## src/rtl/skf_pkg.sv

```systemverilog
`timescale 1ns / 1ps
`default_nettype none

package skf_pkg;

   localparam int EST_W     = 32;
   localparam int COV_W     = 32;
   localparam int GAIN_W    = 31;
   localparam int FRAC_BITS = 30;
   localparam int DIV_STEPS = 30;
   localparam int CNT_W     = $clog2(DIV_STEPS);
   localparam int REQ_W     = 64;
   localparam int RSP_W     = 96;
   localparam int CSR_IDX_W = 2;
   localparam int CSR_W     = 32;

   localparam logic [CSR_IDX_W-1:0] REG_PROCESS_NOISE      = 2'd0;
   localparam logic [CSR_IDX_W-1:0] REG_MEASUREMENT_NOISE  = 2'd1;
   localparam logic [CSR_IDX_W-1:0] REG_INITIAL_COVARIANCE = 2'd2;

   localparam logic [COV_W-1:0] PROCESS_NOISE_RESET      = 32'd1074;
   localparam logic [COV_W-1:0] MEASUREMENT_NOISE_RESET  = 32'd107374;
   localparam logic [COV_W-1:0] INITIAL_COVARIANCE_RESET = 32'd1073741824;

   typedef struct packed {
      logic capture;
      logic predict;
      logic prepare;
      logic div_step;
      logic multiply;
      logic finish;
   } cmd_type;

endpackage

`default_nettype wire

```

## src/rtl/skf_controller.sv

```systemverilog
`timescale 1ns / 1ps
`default_nettype none

module skf_controller (
   input  wire logic             clock,
   input  wire logic             reset,
   input  wire logic             req_tvalid,
   output logic                  req_tready,
   output logic                  rsp_tvalid,
   input  wire logic             rsp_tready,
   output skf_pkg::cmd_type      cmd
);

   typedef enum logic [2:0] {
      ST_IDLE,
      ST_PREDICT,
      ST_PREPARE,
      ST_DIVIDE,
      ST_MULTIPLY,
      ST_FINISH
   } state_type;

   state_type                    state_ff;
   logic [skf_pkg::CNT_W-1:0]    count_ff;
   logic                         rsp_valid_ff;
   logic                         out_free;

   assign out_free   = !rsp_valid_ff || rsp_tready;
   assign req_tready = (state_ff == ST_IDLE);
   assign rsp_tvalid = rsp_valid_ff;

   always_comb begin
      cmd          = '0;
      cmd.capture  = (state_ff == ST_IDLE) && req_tvalid;
      cmd.predict  = (state_ff == ST_PREDICT);
      cmd.prepare  = (state_ff == ST_PREPARE);
      cmd.div_step = (state_ff == ST_DIVIDE);
      cmd.multiply = (state_ff == ST_MULTIPLY);
      cmd.finish   = (state_ff == ST_FINISH) && out_free;
   end

   always_ff @(posedge clock) begin
      if (reset) begin
         state_ff     <= ST_IDLE;
         count_ff     <= '0;
         rsp_valid_ff <= 1'b0;
      end else begin
         if (cmd.finish) begin
            rsp_valid_ff <= 1'b1;
         end else if (rsp_tready) begin
            rsp_valid_ff <= 1'b0;
         end
         case (state_ff)
            ST_IDLE: begin
               if (req_tvalid) state_ff <= ST_PREDICT;
            end
            ST_PREDICT: begin
               state_ff <= ST_PREPARE;
            end
            ST_PREPARE: begin
               count_ff <= '0;
               state_ff <= ST_DIVIDE;
            end
            ST_DIVIDE: begin
               if (count_ff == skf_pkg::CNT_W'(skf_pkg::DIV_STEPS - 1)) begin
                  state_ff <= ST_MULTIPLY;
               end else begin
                  count_ff <= count_ff + 1'b1;
               end
            end
            ST_MULTIPLY: begin
               state_ff <= ST_FINISH;
            end
            ST_FINISH: begin
               if (out_free) state_ff <= ST_IDLE;
            end
            default: begin
               state_ff <= ST_IDLE;
            end
         endcase
      end
   end

endmodule

`default_nettype wire

```

## config.mk

```make
export PLATFORM = sky130hd
export DESIGN_NAME = skf_controller
export DESIGN_NICKNAME = d
export VERILOG_FILES = /design/src/rtl/skf_pkg.sv /design/src/rtl/skf_controller.sv
export SDC_FILE = /design/constraint.sdc
export NUM_CORES = 1
export LEC_CHECK = 0
export BUFFER_PORTS_ARGS = -buffer_cell sky130_fd_sc_hd__buf_2
export CORE_MARGIN = 2
export CORE_UTILIZATION = 25
export DETAILED_ROUTE_END_ITERATION = 10
export PLACE_DENSITY = 0.46
export SLEW_MARGIN = 20
export SYNTH_ARGS = -nofsm -noshare
export SYNTH_HDL_FRONTEND = slang
export SYNTH_SLANG_ARGS = --single-unit
```

## constraint.sdc

```tcl
create_clock -name clock -period 1.8 [get_ports clock]
set_clock_uncertainty 0.05 [all_clocks]
set_input_delay 0.36 -clock clock [delete_from_list [all_inputs] [get_ports clock]]
set_output_delay 0.36 -clock clock [all_outputs]
set_load 0.02 [all_outputs]
```

After elaboration in Yosys (flattened, before gate mapping)
Cells that the tools add are included.
{"block": "totals", "register_bits": 9, "output_inout_bits": 8, "elab_cells": 31, "in_bits": 4}
{"block": "op_classes", "reduce_logical": 9, "mux": 8, "eq_ne": 10, "n_addsub": 1}
{"cell": "$pmux W3 S6", "n": 1}
{"cell": "$pmux W5 S2", "n": 1}
{"cell": "$mux W3", "n": 3}
{"cell": "$eq A3 B2 Y1 const B", "n": 2}
{"cell": "$eq A3 B3 Y1 const B", "n": 2}
{"cell": "$ne A2 B2 Y1 const B", "n": 3}
{"cell": "$add A5 B1 Y5 const B", "n": 1}
{"cell": "$eq A5 B5 Y1 const B", "n": 1}
{"cell": "$mux W5", "n": 1}
{"cell": "$reduce_bool A2 Y1", "n": 2}
{"cell": "$eq A3 B1 Y1 const B", "n": 1}
{"cell": "$logic_not A3 Y1", "n": 1}
{"cell": "$reduce_and A3 Y1", "n": 1}
{"cell": "$logic_and A1 B1 Y1", "n": 2}
{"cell": "$mux W1", "n": 2}
{"cell": "$ne A2 B1 Y1 const B", "n": 1}
{"cell": "$reduce_and A2 Y1", "n": 1}
{"cell": "$logic_not A1 Y1", "n": 1}
{"cell": "$logic_or A1 B1 Y1", "n": 1}

Longest topological paths before layout
Gate-level depths: netlist (run 1).
{"block": "logic_depth", "word_depth": 4, "ltp_mapped": 6, "mapped_depth_nobuf": 5}

Least setup slack after synthesis (run 1)
Ideal clock, no wire load.
{"block": "synth_timing", "path_kind": "flip-flop to output port", "startpoint": "register state_ff[1]", "endpoint": "output port cmd[5] (netlist name)", "setup_slack_ns": 0.101, "path_buffers": 1, "t_required_ns": 1.390, "stages_incl_launch_ff": 4, "t_arrival_ns": 1.289, "cell_sequence": "dfxtp_1 > buf_4 > nor3_1 > and2_1"}
{"item": "from (decl)", "line": "skf_controller.sv:23", "source": "state_type state_ff;"}
{"item": "from (signal assigned)", "line": "skf_controller.sv:44", "source": "state_ff <= ST_IDLE;"}
{"item": "from (signal assigned)", "line": "skf_controller.sv:55", "source": "if (req_tvalid) state_ff <= ST_PREDICT;"}
{"item": "from (signal assigned)", "line": "skf_controller.sv:58", "source": "state_ff <= ST_PREPARE;"}
{"item": "to (decl)", "line": "skf_controller.sv:11", "source": "output skf_pkg::cmd_type cmd"}

Worst setup path after layout (run 1)
{"block": "layout_timing", "startpoint": "register count_ff[1] (netlist name)", "endpoint": "register count_ff[1] (netlist name)"}
{"block": "layout_between", "elab_chain_len": 3, "elab_cells_between_ends": 6, "cone_classes": "add/sub (1); eq/ne (2); mux (2); reduce/logical (1)"}
{"item": "from (decl)", "line": "skf_controller.sv:24", "source": "logic [skf_pkg::CNT_W-1:0] count_ff;"}
{"item": "from (signal assigned)", "line": "skf_controller.sv:68", "source": "count_ff <= count_ff + 1'b1;"}
{"item": "$add A5 B1 Y5 or $eq A5 B5 Y1 (tied branches)", "line": "skf_controller.sv:68, skf_controller.sv:65"}
{"item": "$mux W5 or $ne A2 B2 Y1 (tied branches)"}
{"item": "$pmux W5 S2 or $reduce_and A2 Y1 (tied branches)"}
Several ways; a longest one is shown, not always the timed one. The select of a mux whose other input is x is not followed.
A chain may end at the register's enable or synchronous reset.

==> metrics.txt, run 1 <==
# TYPE chip_impl_metric gauge
chip_impl_info{name="outcome",value="completed"} 1
chip_impl_metric{name="syn-num-nets",unit=""} 66
chip_impl_metric{name="power.density",unit="nW/µm²"} 703
chip_impl_metric{name="share_seq_of_total_power",unit=""} 0.478
chip_impl_metric{name="final_cells",unit=""} 101
chip_impl_info{name="crit-reg2reg-launch",value="count_ff[1]$_SDFFE_PP0P_"} 1
chip_impl_metric{name="worst-path-max-fanout",unit=""} 7
chip_impl_metric{name="hold_viol_final",unit=""} 0
chip_impl_metric{name="cp_data_arrival_time",unit="ps"} 1790
chip_impl_metric{name="io_buffers",unit=""} 11
chip_impl_metric{name="synth_seq_cells",unit=""} 9
chip_impl_metric{name="syn_inst",unit=""} 60
chip_impl_metric{name="first_pass_iters",unit=""} 6
chip_impl_metric{name="area_added_between_synthesis_and_finish",unit="%"} 20.8
chip_impl_info{name="crit_type",value="flop to flop"} 1
chip_impl_metric{name="worst-slew-pin-transition",unit="ps"} 330
chip_impl_metric{name="power.ir.vdd_worst",unit="µV"} 416
chip_impl_metric{name="die_y",unit="µm"} 49.8
chip_impl_metric{name="p_leak",unit="µW"} 0.000254
chip_impl_metric{name="max_freq",unit="GHz"} 0.602
chip_impl_metric{name="drt_iter0_markers",unit=""} 5
chip_impl_metric{name="period_minus_slack",unit="ps"} 1660
chip_impl_metric{name="max-clock-path-buffers",unit=""} 2
chip_impl_metric{name="num_vias",unit=""} 489
chip_impl_info{name="end_kind",value="flop"} 1
chip_impl_metric{name="report.final.slew_viol_count",unit=""} 0
chip_impl_info{name="launching_element_of_the_worst_setup_path",value="count_ff[1]$_SDFFE_PP0P_"} 1
chip_impl_metric{name="final.hold.worst_slack",unit="ps"} 307
chip_impl_metric{name="critical_path_buf_inv_count",unit=""} 1
chip_impl_metric{name="cap_viol_max_count",unit=""} 0
chip_impl_metric{name="die_footprint",unit="µm²"} 2480
chip_impl_metric{name="cts_repair_resize_count",unit=""} 0
chip_impl_metric{name="place.detailed.hpwl",unit="µm"} 807
chip_impl_metric{name="synth_area_per_cell",unit="µm²"} 8.74
chip_impl_metric{name="post_cts.repair.setup_buffers",unit=""} 0
chip_impl_metric{name="grt_max_degree",unit=""} 10
chip_impl_metric{name="mapped_cell_area",unit="µm²"} 524
chip_impl_info{name="final_cell_mix",value="buf_2 (11), dfxtp_1 (9), nor2b_1 (4), nor2_1 (4), a21oi_1 (4)"} 1
chip_impl_metric{name="post-synth-top-area-fraction",unit=""} 0.344
chip_impl_metric{name="global_route.usage.total",unit=""} 0.103
chip_impl_metric{name="fin_crit_sh",unit=""} 0.922
chip_impl_metric{name="post_route_setup_tns",unit="ps"} 0
chip_impl_metric{name="placeableCoreArea",unit="µm²"} 1960
chip_impl_metric{name="post_cts_hold_buffer_count",unit=""} 0
chip_impl_metric{name="switch_pwr",unit="µW"} 128
chip_impl_metric{name="post_drt_via_cell_ratio",unit=""} 4.84
chip_impl_metric{name="grt_antenna_before_repair",unit=""} 0
chip_impl_metric{name="p_int",unit="µW"} 317
chip_impl_metric{name="comb_power_share",unit=""} 0.172
chip_impl_metric{name="drt.antenna.violating_nets",unit=""} 0
chip_impl_metric{name="first_global_vias",unit=""} 422
chip_impl_metric{name="detail_route.wl_per_cell",unit="µm"} 11.1
chip_impl_metric{name="floorplan.initialDensity",unit=""} 0.267
chip_impl_metric{name="globalplace.congestion",unit=""} 0.710
chip_impl_metric{name="clk_pin_slew_worst_paths",unit="ps"} 70
chip_impl_metric{name="cts_inserted_buffers",unit=""} 3
chip_impl_info{name="yosys.area.top_type",value="dfxtp_1"} 1
chip_impl_metric{name="globalRouteOverflowTotal",unit=""} 0
chip_impl_info{name="tritoncts",value="built"} 1
chip_impl_info{name="worst_path_max_delay_cell",value="dfxtp_1"} 1
chip_impl_metric{name="worst-endpoint-required",unit="ps"} 1930
chip_impl_metric{name="final_core_util",unit=""} 0.323
chip_impl_info{name="synthTopCellsByArea",value="dfxtp_1 (34%), ha_1 (4.8%), nor2b_1 (4.8%), a21oi_1 (3.8%), a41oi_1 (3.3%)"} 1
chip_impl_info{name="timing.hold.worst.start",value="reset"} 1
chip_impl_info{name="mostFrequentLayoutCell",value="buf_2"} 1
chip_impl_metric{name="fin_nets",unit=""} 81
chip_impl_metric{name="die_x",unit="µm"} 49.8
chip_impl_metric{name="drt_total_wl",unit="µm"} 1130
chip_impl_info{name="root_buffer",value="clkbuf_4"} 1
chip_impl_info{name="critical_path.startpoint_type",value="flop"} 1
chip_impl_metric{name="ios",unit=""} 12
chip_impl_metric{name="timing.slew.headroom",unit=""} 0.779
chip_impl_metric{name="count_of_antenna_diodes_in_the_layout",unit=""} 0
chip_impl_metric{name="place.detailed.instances",unit=""} 97
chip_impl_metric{name="power.share.clock",unit=""} 0.350
chip_impl_metric{name="h-tree-depth",unit=""} 1
chip_impl_metric{name="fraction_of_final_layout_cells_with_drive_strength_greater_than_1",unit=""} 0.311
chip_impl_metric{name="clkLatencyLatePin",unit="ps"} 260
chip_impl_info{name="hold_class",value="input port to flop"} 1
chip_impl_metric{name="grt_first_pass_wirelength",unit="µm"} 1970
chip_impl_metric{name="std_cell_rows",unit=""} 16
chip_impl_metric{name="route.detailed.drc",unit=""} 0
chip_impl_info{name="cp_top_family",value="simple AND/OR/NAND/NOR gates"} 1
chip_impl_metric{name="clock-sinks",unit=""} 9
chip_impl_metric{name="synth.lib_cells_used.distinct",unit=""} 31
chip_impl_metric{name="power.switching_fraction",unit=""} 0.287
chip_impl_metric{name="critical-path-max-stage-delay",unit="ps"} 410
chip_impl_metric{name="report.final.setup_viol",unit=""} 0
chip_impl_metric{name="yosysWarnings",unit=""} 0
chip_impl_metric{name="synth_sequential_area_ratio",unit=""} 0.344
chip_impl_info{name="rsz0062_at_grt",value="no"} 1
chip_impl_info{name="critical_path.cell_chain",value="inv_1, ha_1, and4_1, or4_1, a31oi_1"} 1
metrics by stage:
stage | area (µm²) | total power [µW] | setup slack, ps
CTS | 633 | 453 | 139
floorplan | 524 | 270 | 101
finish | 633 | 445 | 140
global route | 633 | 477 | 32.2
detailed placement | 606 | 294 | 158
global placement | 606 | 295 | 192
layer usage:
| metal | GRT usage | vias up | part of all wire |
|---|---|---|---|
| met4 | 0.0556 | 0 | 0.016 |
| li1 | - | 253 | - |
| met2 | 0.136 | 12 | 0.41 |
| met3 | 0.0303 | 2 | 0.065 |
| met5 | 0 | - | 0 |
| met1 | 0.147 | 222 | 0.51 |
power groups by stage:
stage | combinational [µW] | clock [µW] | sequential [µW]
after CTS | 77.7 | 163 | 212
after global routing | 86.5 | 176 | 214
final | 76.7 | 156 | 213
after detailed placement | 77.3 | 0 | 217
after floorplan | 59.1 | 0 | 211
after global placement | 77.9 | 0 | 217
cells by family after synthesis:
kind of cell             Yosys count  share of synthesized area
AND/OR/NAND/NOR                   26                      0.305
AO/OA/AOI/OAI                     17                      0.232
flip-flops                         9                      0.344
buffers and inverters              6                     0.0716
adder cells (fa/ha/maj)            2                     0.0477
synth_stat cells:
master    count
nand3b_1      1
nand3_1       3
or4_1         2
a311oi_1      1
a211oi_1      2
nor3b_1       1
and4_1        1
nand2b_4      1
dfxtp_1       9
nor2_1        4
a41oi_1       2
a31o_2        1
a21boi_0      1
nand2_1       2
nor3_1        3
inv_1         1
nor2b_1       4
clkbuf_1      1
o21ai_0       1
nand2b_1      1
ha_1          2
buf_6         1
a31oi_1       2
o21bai_1      1
inv_2         1
and2_1        2
a41o_2        1
and4b_2       1
a21o_1        1
buf_4         2
a21oi_1       4
registers in the layout (all words and copies together) (netlist names):
register,cells
rsp_tvalid,1
count_ff,5
state_ff,3
final timing paths:
kind | slack, ps | cells past startpoint | to
max reg2reg | 140 | 5 | count_ff[1]$_SDFFE_PP0P_
min | 310 | 2 | state_ff[2]$_SDFFE_PP0P_
min reg2reg | 430 | 2 | rsp_tvalid$_SDFFE_PP0P_
max | 140 | 5 | count_ff[1]$_SDFFE_PP0P_
area by class of cell:
| cell class | count | area [µm²] |
|---|---|---|
| Fill cell | 229 | 1330 |
| Inverter | 2 | 7.51 |
| Sequential cell | 9 | 180 |
| Tap cell | 27 | 33.8 |
| Timing Repair Buffer | 14 | 77.6 |
| Multi-Input combinational cell | 45 | 307 |
| Clock buffer | 3 | 22.5 |
| Clock inverter | 1 | 5.00 |
No activity file was read; power rests on OpenSTA's default activity.
==> run 2: changes to the inputs <==
--- a/config.mk
+++ b/config.mk
@@ -6,10 +6,12 @@
 export NUM_CORES = 1
 export LEC_CHECK = 0
 export BUFFER_PORTS_ARGS = -buffer_cell sky130_fd_sc_hd__buf_2
+export CELL_PAD_IN_SITES_DETAIL_PLACEMENT = 1
+export CELL_PAD_IN_SITES_GLOBAL_PLACEMENT = 2
 export CORE_MARGIN = 2
 export CORE_UTILIZATION = 25
 export DETAILED_ROUTE_END_ITERATION = 10
-export PLACE_DENSITY = 0.46
+export PLACE_DENSITY = 0.68
 export SLEW_MARGIN = 20
 export SYNTH_ARGS = -nofsm -noshare
 export SYNTH_HDL_FRONTEND = slang
==> run 2 against run 1 <==
Via count up 3.5%. Register-to-register slack improved by 20 ps. Power is 1.9% higher. Non-clock buffer count unchanged. Sequential share of layout area increased by 0.20 points. Clock power is 4% higher. Critical endpoint is now cmd[5].
==> metrics.txt, run 2 (synthesized netlist as in run 1, its figures left out) <==
# TYPE chip_impl_metric gauge
chip_impl_metric{name="globalplace.congestion",unit=""} 0.702
chip_impl_info{name="crit-reg2reg-launch",value="count_ff[1]$_SDFFE_PP0P_"} 1
chip_impl_info{name="globalRoute.busiestLayer",value="met2"} 1
chip_impl_metric{name="cap_viol_max_count",unit=""} 0
chip_impl_metric{name="area_added_between_synthesis_and_finish",unit="%"} 20.8
chip_impl_metric{name="post_route_setup_tns",unit="ps"} 0
chip_impl_metric{name="fraction_of_final_layout_cells_with_drive_strength_greater_than_1",unit=""} 0.311
chip_impl_info{name="final_cell_mix",value="buf_2 (11), dfxtp_1 (8), nor2b_1 (4), nor2_1 (4), a21oi_1 (4)"} 1
chip_impl_metric{name="h-tree-depth",unit=""} 1
chip_impl_metric{name="power.density",unit="nW/µm²"} 716
chip_impl_info{name="timing.hold.worst.start",value="reset"} 1
chip_impl_info{name="mostFrequentLayoutCell",value="buf_2"} 1
chip_impl_metric{name="fill_cells",unit=""} 273
chip_impl_metric{name="sequential_area",unit="µm²"} 181
chip_impl_metric{name="num_vias",unit=""} 506
chip_impl_info{name="critical_path.startpoint_type",value="flop"} 1
chip_impl_metric{name="clock-sinks",unit=""} 9
chip_impl_info{name="launching_element_of_the_worst_setup_path",value="state_ff[0]$_SDFFE_PP0P_"} 1
chip_impl_metric{name="largest_register_ff_count",unit=""} 5
chip_impl_metric{name="detail_route.wl_per_cell",unit="µm"} 12.4
chip_impl_metric{name="gr-usage-met1",unit=""} 0.148
chip_impl_metric{name="drt_iter0_markers",unit=""} 3
chip_impl_metric{name="area_of_the_multi_input_gates",unit="µm²"} 307
chip_impl_metric{name="worst-slew-pin-transition",unit="ps"} 327
chip_impl_metric{name="die_x",unit="µm"} 49.8
chip_impl_metric{name="first_global_vias",unit=""} 444
chip_impl_metric{name="std_cell_rows",unit=""} 16
chip_impl_metric{name="route.detailed.drc",unit=""} 0
chip_impl_metric{name="globalRouteOverflowTotal",unit=""} 0
chip_impl_metric{name="die_y",unit="µm"} 49.8
chip_impl_metric{name="first_pass_iters",unit=""} 2
chip_impl_metric{name="grt_antenna_before_repair",unit=""} 0
chip_impl_metric{name="worst-r2r-setup-slack",unit="ps"} 160
chip_impl_info{name="rsz0062_at_grt",value="no"} 1
chip_impl_metric{name="post_cts_hold_buffer_count",unit=""} 0
chip_impl_metric{name="ios",unit=""} 12
chip_impl_metric{name="clkLatencyLatePin",unit="ps"} 270
chip_impl_metric{name="power.ir.vdd_worst",unit="µV"} 322
chip_impl_metric{name="post_drt_via_cell_ratio",unit=""} 5.01
chip_impl_metric{name="grt_first_pass_wirelength",unit="µm"} 2100
chip_impl_metric{name="drt_total_wl",unit="µm"} 1260
chip_impl_metric{name="met2_usage",unit=""} 0.169
chip_impl_metric{name="period_minus_slack",unit="ps"} 1640
chip_impl_metric{name="max_freq",unit="GHz"} 0.608
chip_impl_info{name="hold_class",value="input port to flop"} 1
chip_impl_info{name="tritoncts",value="built"} 1
chip_impl_info{name="largest-register",value="count_ff"} 1
chip_impl_metric{name="grt_util_met3",unit=""} 0.0545
chip_impl_info{name="root_buffer",value="clkbuf_4"} 1
chip_impl_metric{name="cp_data_arrival_time",unit="ps"} 1230
chip_impl_metric{name="cts_inserted_buffers",unit=""} 3
chip_impl_metric{name="io_buffers",unit=""} 11
chip_impl_metric{name="p_leak",unit="µW"} 0.000252
chip_impl_metric{name="fin_nets",unit=""} 81
chip_impl_metric{name="fin_crit_sh",unit=""} 0.914
chip_impl_metric{name="report.final.setup_viol",unit=""} 0
chip_impl_metric{name="count_of_cells_along_the_worst_register_to_register_path",unit=""} 5
chip_impl_metric{name="timing.slew.headroom",unit=""} 0.782
chip_impl_info{name="hold_end",value="state_ff[2]$_SDFFE_PP0P_"} 1
chip_impl_info{name="r2r-end",value="count_ff[1]$_SDFFE_PP0P_"} 1
chip_impl_info{name="outcome",value="completed"} 1
chip_impl_metric{name="worst-path-max-fanout",unit=""} 7
chip_impl_metric{name="worst-endpoint-required",unit="ps"} 1390
chip_impl_metric{name="clk_pin_slew_worst_paths",unit="ps"} 60
chip_impl_metric{name="floorplan.initialDensity",unit=""} 0.267
chip_impl_metric{name="count_of_antenna_diodes_in_the_layout",unit=""} 0
chip_impl_metric{name="die_footprint",unit="µm²"} 2480
chip_impl_metric{name="hold_viol_final",unit=""} 0
chip_impl_metric{name="place.detailed.hpwl",unit="µm"} 917
chip_impl_metric{name="grt_max_degree",unit=""} 10
chip_impl_metric{name="placeableCoreArea",unit="µm²"} 1960
chip_impl_info{name="end_kind",value="output pin"} 1
chip_impl_info{name="crit_type",value="flop to output pin"} 1
chip_impl_metric{name="report.final.slew_viol_count",unit=""} 0
chip_impl_metric{name="drt.antenna.violating_nets",unit=""} 0
chip_impl_metric{name="global_route.usage.total",unit=""} 0.116
chip_impl_metric{name="total_power_after_layout",unit="µW"} 454
chip_impl_metric{name="hold-path-cell-count",unit=""} 2
chip_impl_metric{name="max-clock-path-buffers",unit=""} 2
-- run 2: cell types whose count changed in the layout (fill, tap and decap cells not counted) --
cell	delta
clkinv_2	-1
clkbuf_1	+1
dfxtp_2	+1
dfxtp_1	-1
-- run 2: cell type report --
| type | instances | area share |
|---|---|---|
| Multi-Input combinational cell | 45 | 0.484 |
| Sequential cell | 9 | 0.287 |
| Timing Repair Buffer | 14 | 0.123 |
| Tap cell | 27 | 0.0534 |
| Clock buffer | 4 | 0.0415 |
| Inverter | 2 | 0.0119 |
-- run 2: timing repair --
item,4_1_cts,5_1_grt
endpoints found under the hold margin,0,0
resized for setup,0,1
setup endpoints to repair,0,1
setup buffers,0,0
-- run 2: critical path: stages (launching register included) --
cell and delay [ps]:
dfxtp_1 340, buf_4 170, nor3_1 160, and2_1 150
buf_2 150
-- run 2: worst max-delay path by stage --
| stage | end | depth (start not counted) |
|---|---|---|
| 2_1_floorplan | cmd[5] | 3 |
| 3_3_place_gp | count_ff[0]$_SDFFE_PP0P_ | 5 |
| 3_5_place_dp | count_ff[0]$_SDFFE_PP0P_ | 5 |
| 4_1_cts | count_ff[1]$_SDFFE_PP0P_ | 5 |
| 5_1_grt | count_ff[1]$_SDFFE_PP0P_ | 5 |
| 6_report | cmd[5] | 4 |
-- run 2: layer usage --
layer,vias to the layer above,part of all wire
met4,0,0.0095
met1,239,0.46
li1,254,-
met3,3,0.053
met2,10,0.47
met5,-,0
-- run 2: metrics by stage --
stage	instance area [µm²]	worst slack, ps	instances	utilization	hold slack, ps
after floorplan	524	101	60	-	379
after global placement	606	212	97	0.309	415
after detailed placement	606	171	97	0.309	427
after CTS	632	96.8	101	0.322	308
after global routing	633	54.3	101	0.323	311
final	633	156	101	0.323	311
-- run 2: power breakdown --
| part | switching, µW | internal (µW) |
|---|---|---|
| Combinational | 47.0 | 31.2 |
| Clock | 77.2 | 85.8 |
| Sequential | 8.14 | 204 |
| Total | 132 | 321 |
==> run 3: changes to the inputs <==
--- a/config.mk
+++ b/config.mk
@@ -8,10 +8,11 @@
 export BUFFER_PORTS_ARGS = -buffer_cell sky130_fd_sc_hd__buf_2
 export CELL_PAD_IN_SITES_DETAIL_PLACEMENT = 1
 export CELL_PAD_IN_SITES_GLOBAL_PLACEMENT = 2
-export CORE_MARGIN = 2
+export CORE_MARGIN = 5
 export CORE_UTILIZATION = 25
 export DETAILED_ROUTE_END_ITERATION = 10
 export PLACE_DENSITY = 0.68
+export REMOVE_ABC_BUFFERS = 1
 export SLEW_MARGIN = 20
 export SYNTH_ARGS = -nofsm -noshare
 export SYNTH_HDL_FRONTEND = slang
==> run 3 against run 2 <==
Global-route usage fell by 2.3 points. Die area grew 26%. Sequential cell count unchanged. Count of clock-buffer cells in the layout unchanged. Critical path type is now flop to flop. Core utilization down 0.39 points.
==> metrics.txt, run 3 (synthesized netlist as in run 1, its figures left out) <==
# TYPE chip_impl_metric gauge
chip_impl_metric{name="cap_viol_max_count",unit=""} 0
chip_impl_info{name="critical_path.startpoint_type",value="flop"} 1
chip_impl_metric{name="fin_nets",unit=""} 81
chip_impl_metric{name="report.final.slew_viol_count",unit=""} 0
chip_impl_metric{name="die_x",unit="µm"} 55.8
chip_impl_metric{name="route.detailed.drc",unit=""} 0
chip_impl_info{name="largest-register",value="count_ff"} 1
chip_impl_metric{name="dpl_cell_area",unit="µm²"} 606
chip_impl_metric{name="post_drt_via_cell_ratio",unit=""} 4.91
chip_impl_metric{name="fill_cells",unit=""} 242
chip_impl_info{name="outcome",value="completed"} 1
chip_impl_info{name="crit-reg2reg-launch",value="count_ff[1]$_SDFFE_PP0P_"} 1
chip_impl_metric{name="globalplace.congestion",unit=""} 0.690
chip_impl_metric{name="floorplan.initialDensity",unit=""} 0.265
chip_impl_info{name="rsz0062_at_grt",value="no"} 1
chip_impl_metric{name="std_cell_rows",unit=""} 16
chip_impl_metric{name="drt.antenna.violating_nets",unit=""} 0
chip_impl_info{name="end_kind",value="flop"} 1
chip_impl_metric{name="die_y",unit="µm"} 55.8
chip_impl_info{name="final_cell_mix",value="buf_2 (11), dfxtp_1 (9), nor2b_1 (4), nor2_1 (4), a21oi_1 (4)"} 1
chip_impl_info{name="timing.hold.worst.start",value="reset"} 1
chip_impl_metric{name="hold_viol_final",unit=""} 0
chip_impl_metric{name="global_route.usage.total",unit=""} 0.0931
chip_impl_metric{name="timing.slew.headroom",unit=""} 0.776
chip_impl_info{name="launching_element_of_the_worst_setup_path",value="count_ff[1]$_SDFFE_PP0P_"} 1
chip_impl_info{name="tritoncts",value="built"} 1
chip_impl_metric{name="clk_pin_slew_worst_paths",unit="ps"} 70
chip_impl_metric{name="h-tree-depth",unit=""} 1
chip_impl_metric{name="drt_total_wl",unit="µm"} 1240
chip_impl_metric{name="fin_crit_sh",unit=""} 0.933
chip_impl_metric{name="place.detailed.instances",unit=""} 97
chip_impl_metric{name="worst-endpoint-required",unit="ps"} 1950
chip_impl_info{name="hold_class",value="input port to flop"} 1
chip_impl_metric{name="max-clock-path-buffers",unit=""} 2
chip_impl_metric{name="post_route_setup_tns",unit="ps"} 0
chip_impl_metric{name="area_added_between_synthesis_and_finish",unit="%"} 20.5
chip_impl_info{name="crit_type",value="flop to flop"} 1
chip_impl_metric{name="num_vias",unit=""} 496
chip_impl_metric{name="fraction_of_final_layout_cells_with_drive_strength_greater_than_1",unit=""} 0.297
chip_impl_metric{name="die_footprint",unit="µm²"} 3110
chip_impl_metric{name="design_area",unit="µm²"} 632
chip_impl_metric{name="grt_first_pass_wirelength",unit="µm"} 2300
chip_impl_metric{name="power.ir.vdd_worst",unit="µV"} 191
chip_impl_metric{name="final_cells",unit=""} 101
chip_impl_metric{name="max_freq",unit="GHz"} 0.596
chip_impl_metric{name="largest_register_ff_count",unit=""} 5
chip_impl_metric{name="ios",unit=""} 12
chip_impl_info{name="root_buffer",value="clkbuf_4"} 1
chip_impl_metric{name="first_pass_iters",unit=""} 4
chip_impl_metric{name="power.density",unit="nW/µm²"} 720
chip_impl_metric{name="io_buffers",unit=""} 11
chip_impl_metric{name="first_global_vias",unit=""} 506
chip_impl_metric{name="cts_inserted_buffers",unit=""} 3
chip_impl_metric{name="count_of_antenna_diodes_in_the_layout",unit=""} 0
chip_impl_metric{name="cts_repair_resize_count",unit=""} 0
chip_impl_metric{name="worst-slew-pin-transition",unit="ps"} 335
chip_impl_metric{name="p_leak",unit="µW"} 0.000252
chip_impl_metric{name="total_power_after_layout",unit="µW"} 455
chip_impl_metric{name="globalRouteOverflowTotal",unit=""} 0
chip_impl_metric{name="drt_iter0_markers",unit=""} 6
chip_impl_metric{name="sequential_area",unit="µm²"} 180
chip_impl_metric{name="post_cts.repair.setup_buffers",unit=""} 0
chip_impl_metric{name="cp_data_arrival_time",unit="ps"} 1830
chip_impl_metric{name="detail_route.wl_per_cell",unit="µm"} 12.2
chip_impl_info{name="mostFrequentLayoutCell",value="buf_2"} 1
chip_impl_metric{name="post_cts_hold_buffer_count",unit=""} 0
chip_impl_metric{name="clock-sinks",unit=""} 9
chip_impl_metric{name="clkLatencyLatePin",unit="ps"} 270
chip_impl_metric{name="placeableCoreArea",unit="µm²"} 1980
chip_impl_metric{name="final_core_util",unit=""} 0.319
chip_impl_metric{name="grt_antenna_before_repair",unit=""} 0
chip_impl_metric{name="grt_max_degree",unit=""} 10
chip_impl_metric{name="worst-path-max-fanout",unit=""} 7
chip_impl_metric{name="report.final.setup_viol",unit=""} 0
chip_impl_metric{name="place.detailed.hpwl",unit="µm"} 900
chip_impl_metric{name="area_of_the_multi_input_gates",unit="µm²"} 307
chip_impl_metric{name="period_minus_slack",unit="ps"} 1680
[run 3: final timing paths]
kind	to	slack, ps	cells after the start
worst max-delay path	count_ff[1]$_SDFFE_PP0P_	120	5
worst min-delay path	count_ff[0]$_SDFFE_PP0P_	320	2
worst max register to register	count_ff[1]$_SDFFE_PP0P_	120	5
worst min register to register	rsp_tvalid$_SDFFE_PP0P_	430	2
[run 3: cell type report]
cell class	instances	area share
clock buffers	4	0.0416
inverters	2	0.0119
repair buffers	14	0.123
multi-input cells	45	0.485
well taps	27	0.0535
flip-flops and latches	9	0.285
[run 3: critical path, cell delays in order, from the launching register on]
cell and delay, ps:
dfxtp_1 420, inv_1 60, ha_1 200, and4_1 280
or4_1 430, a31oi_1 180
[run 3: metrics by stage]
step / setup slack, ps / hold WS (ps)
4_1_cts: 129 / 312
3_5_place_dp: 143 / 418
3_3_place_gp: 181 / 416
5_1_grt: 1.80 / 336
2_1_floorplan: 140 / 379
6_report: 121 / 316
[run 3: where the power goes]
group	switching (µW)	internal (µW)
sequential	9.85	204
combinational	45.3	31.1
clock	78.7	85.7
[run 3: routing by layer]
layer	wire (µm)	share of wire	GRT usage	up-vias
li1	-	-	-	249
met1	649	0.53	0.122	229
met5	0	0	0	-
met4	35	0.028	0.0625	0
met3	48	0.039	0.0232	4
met2	502	0.41	0.132	14
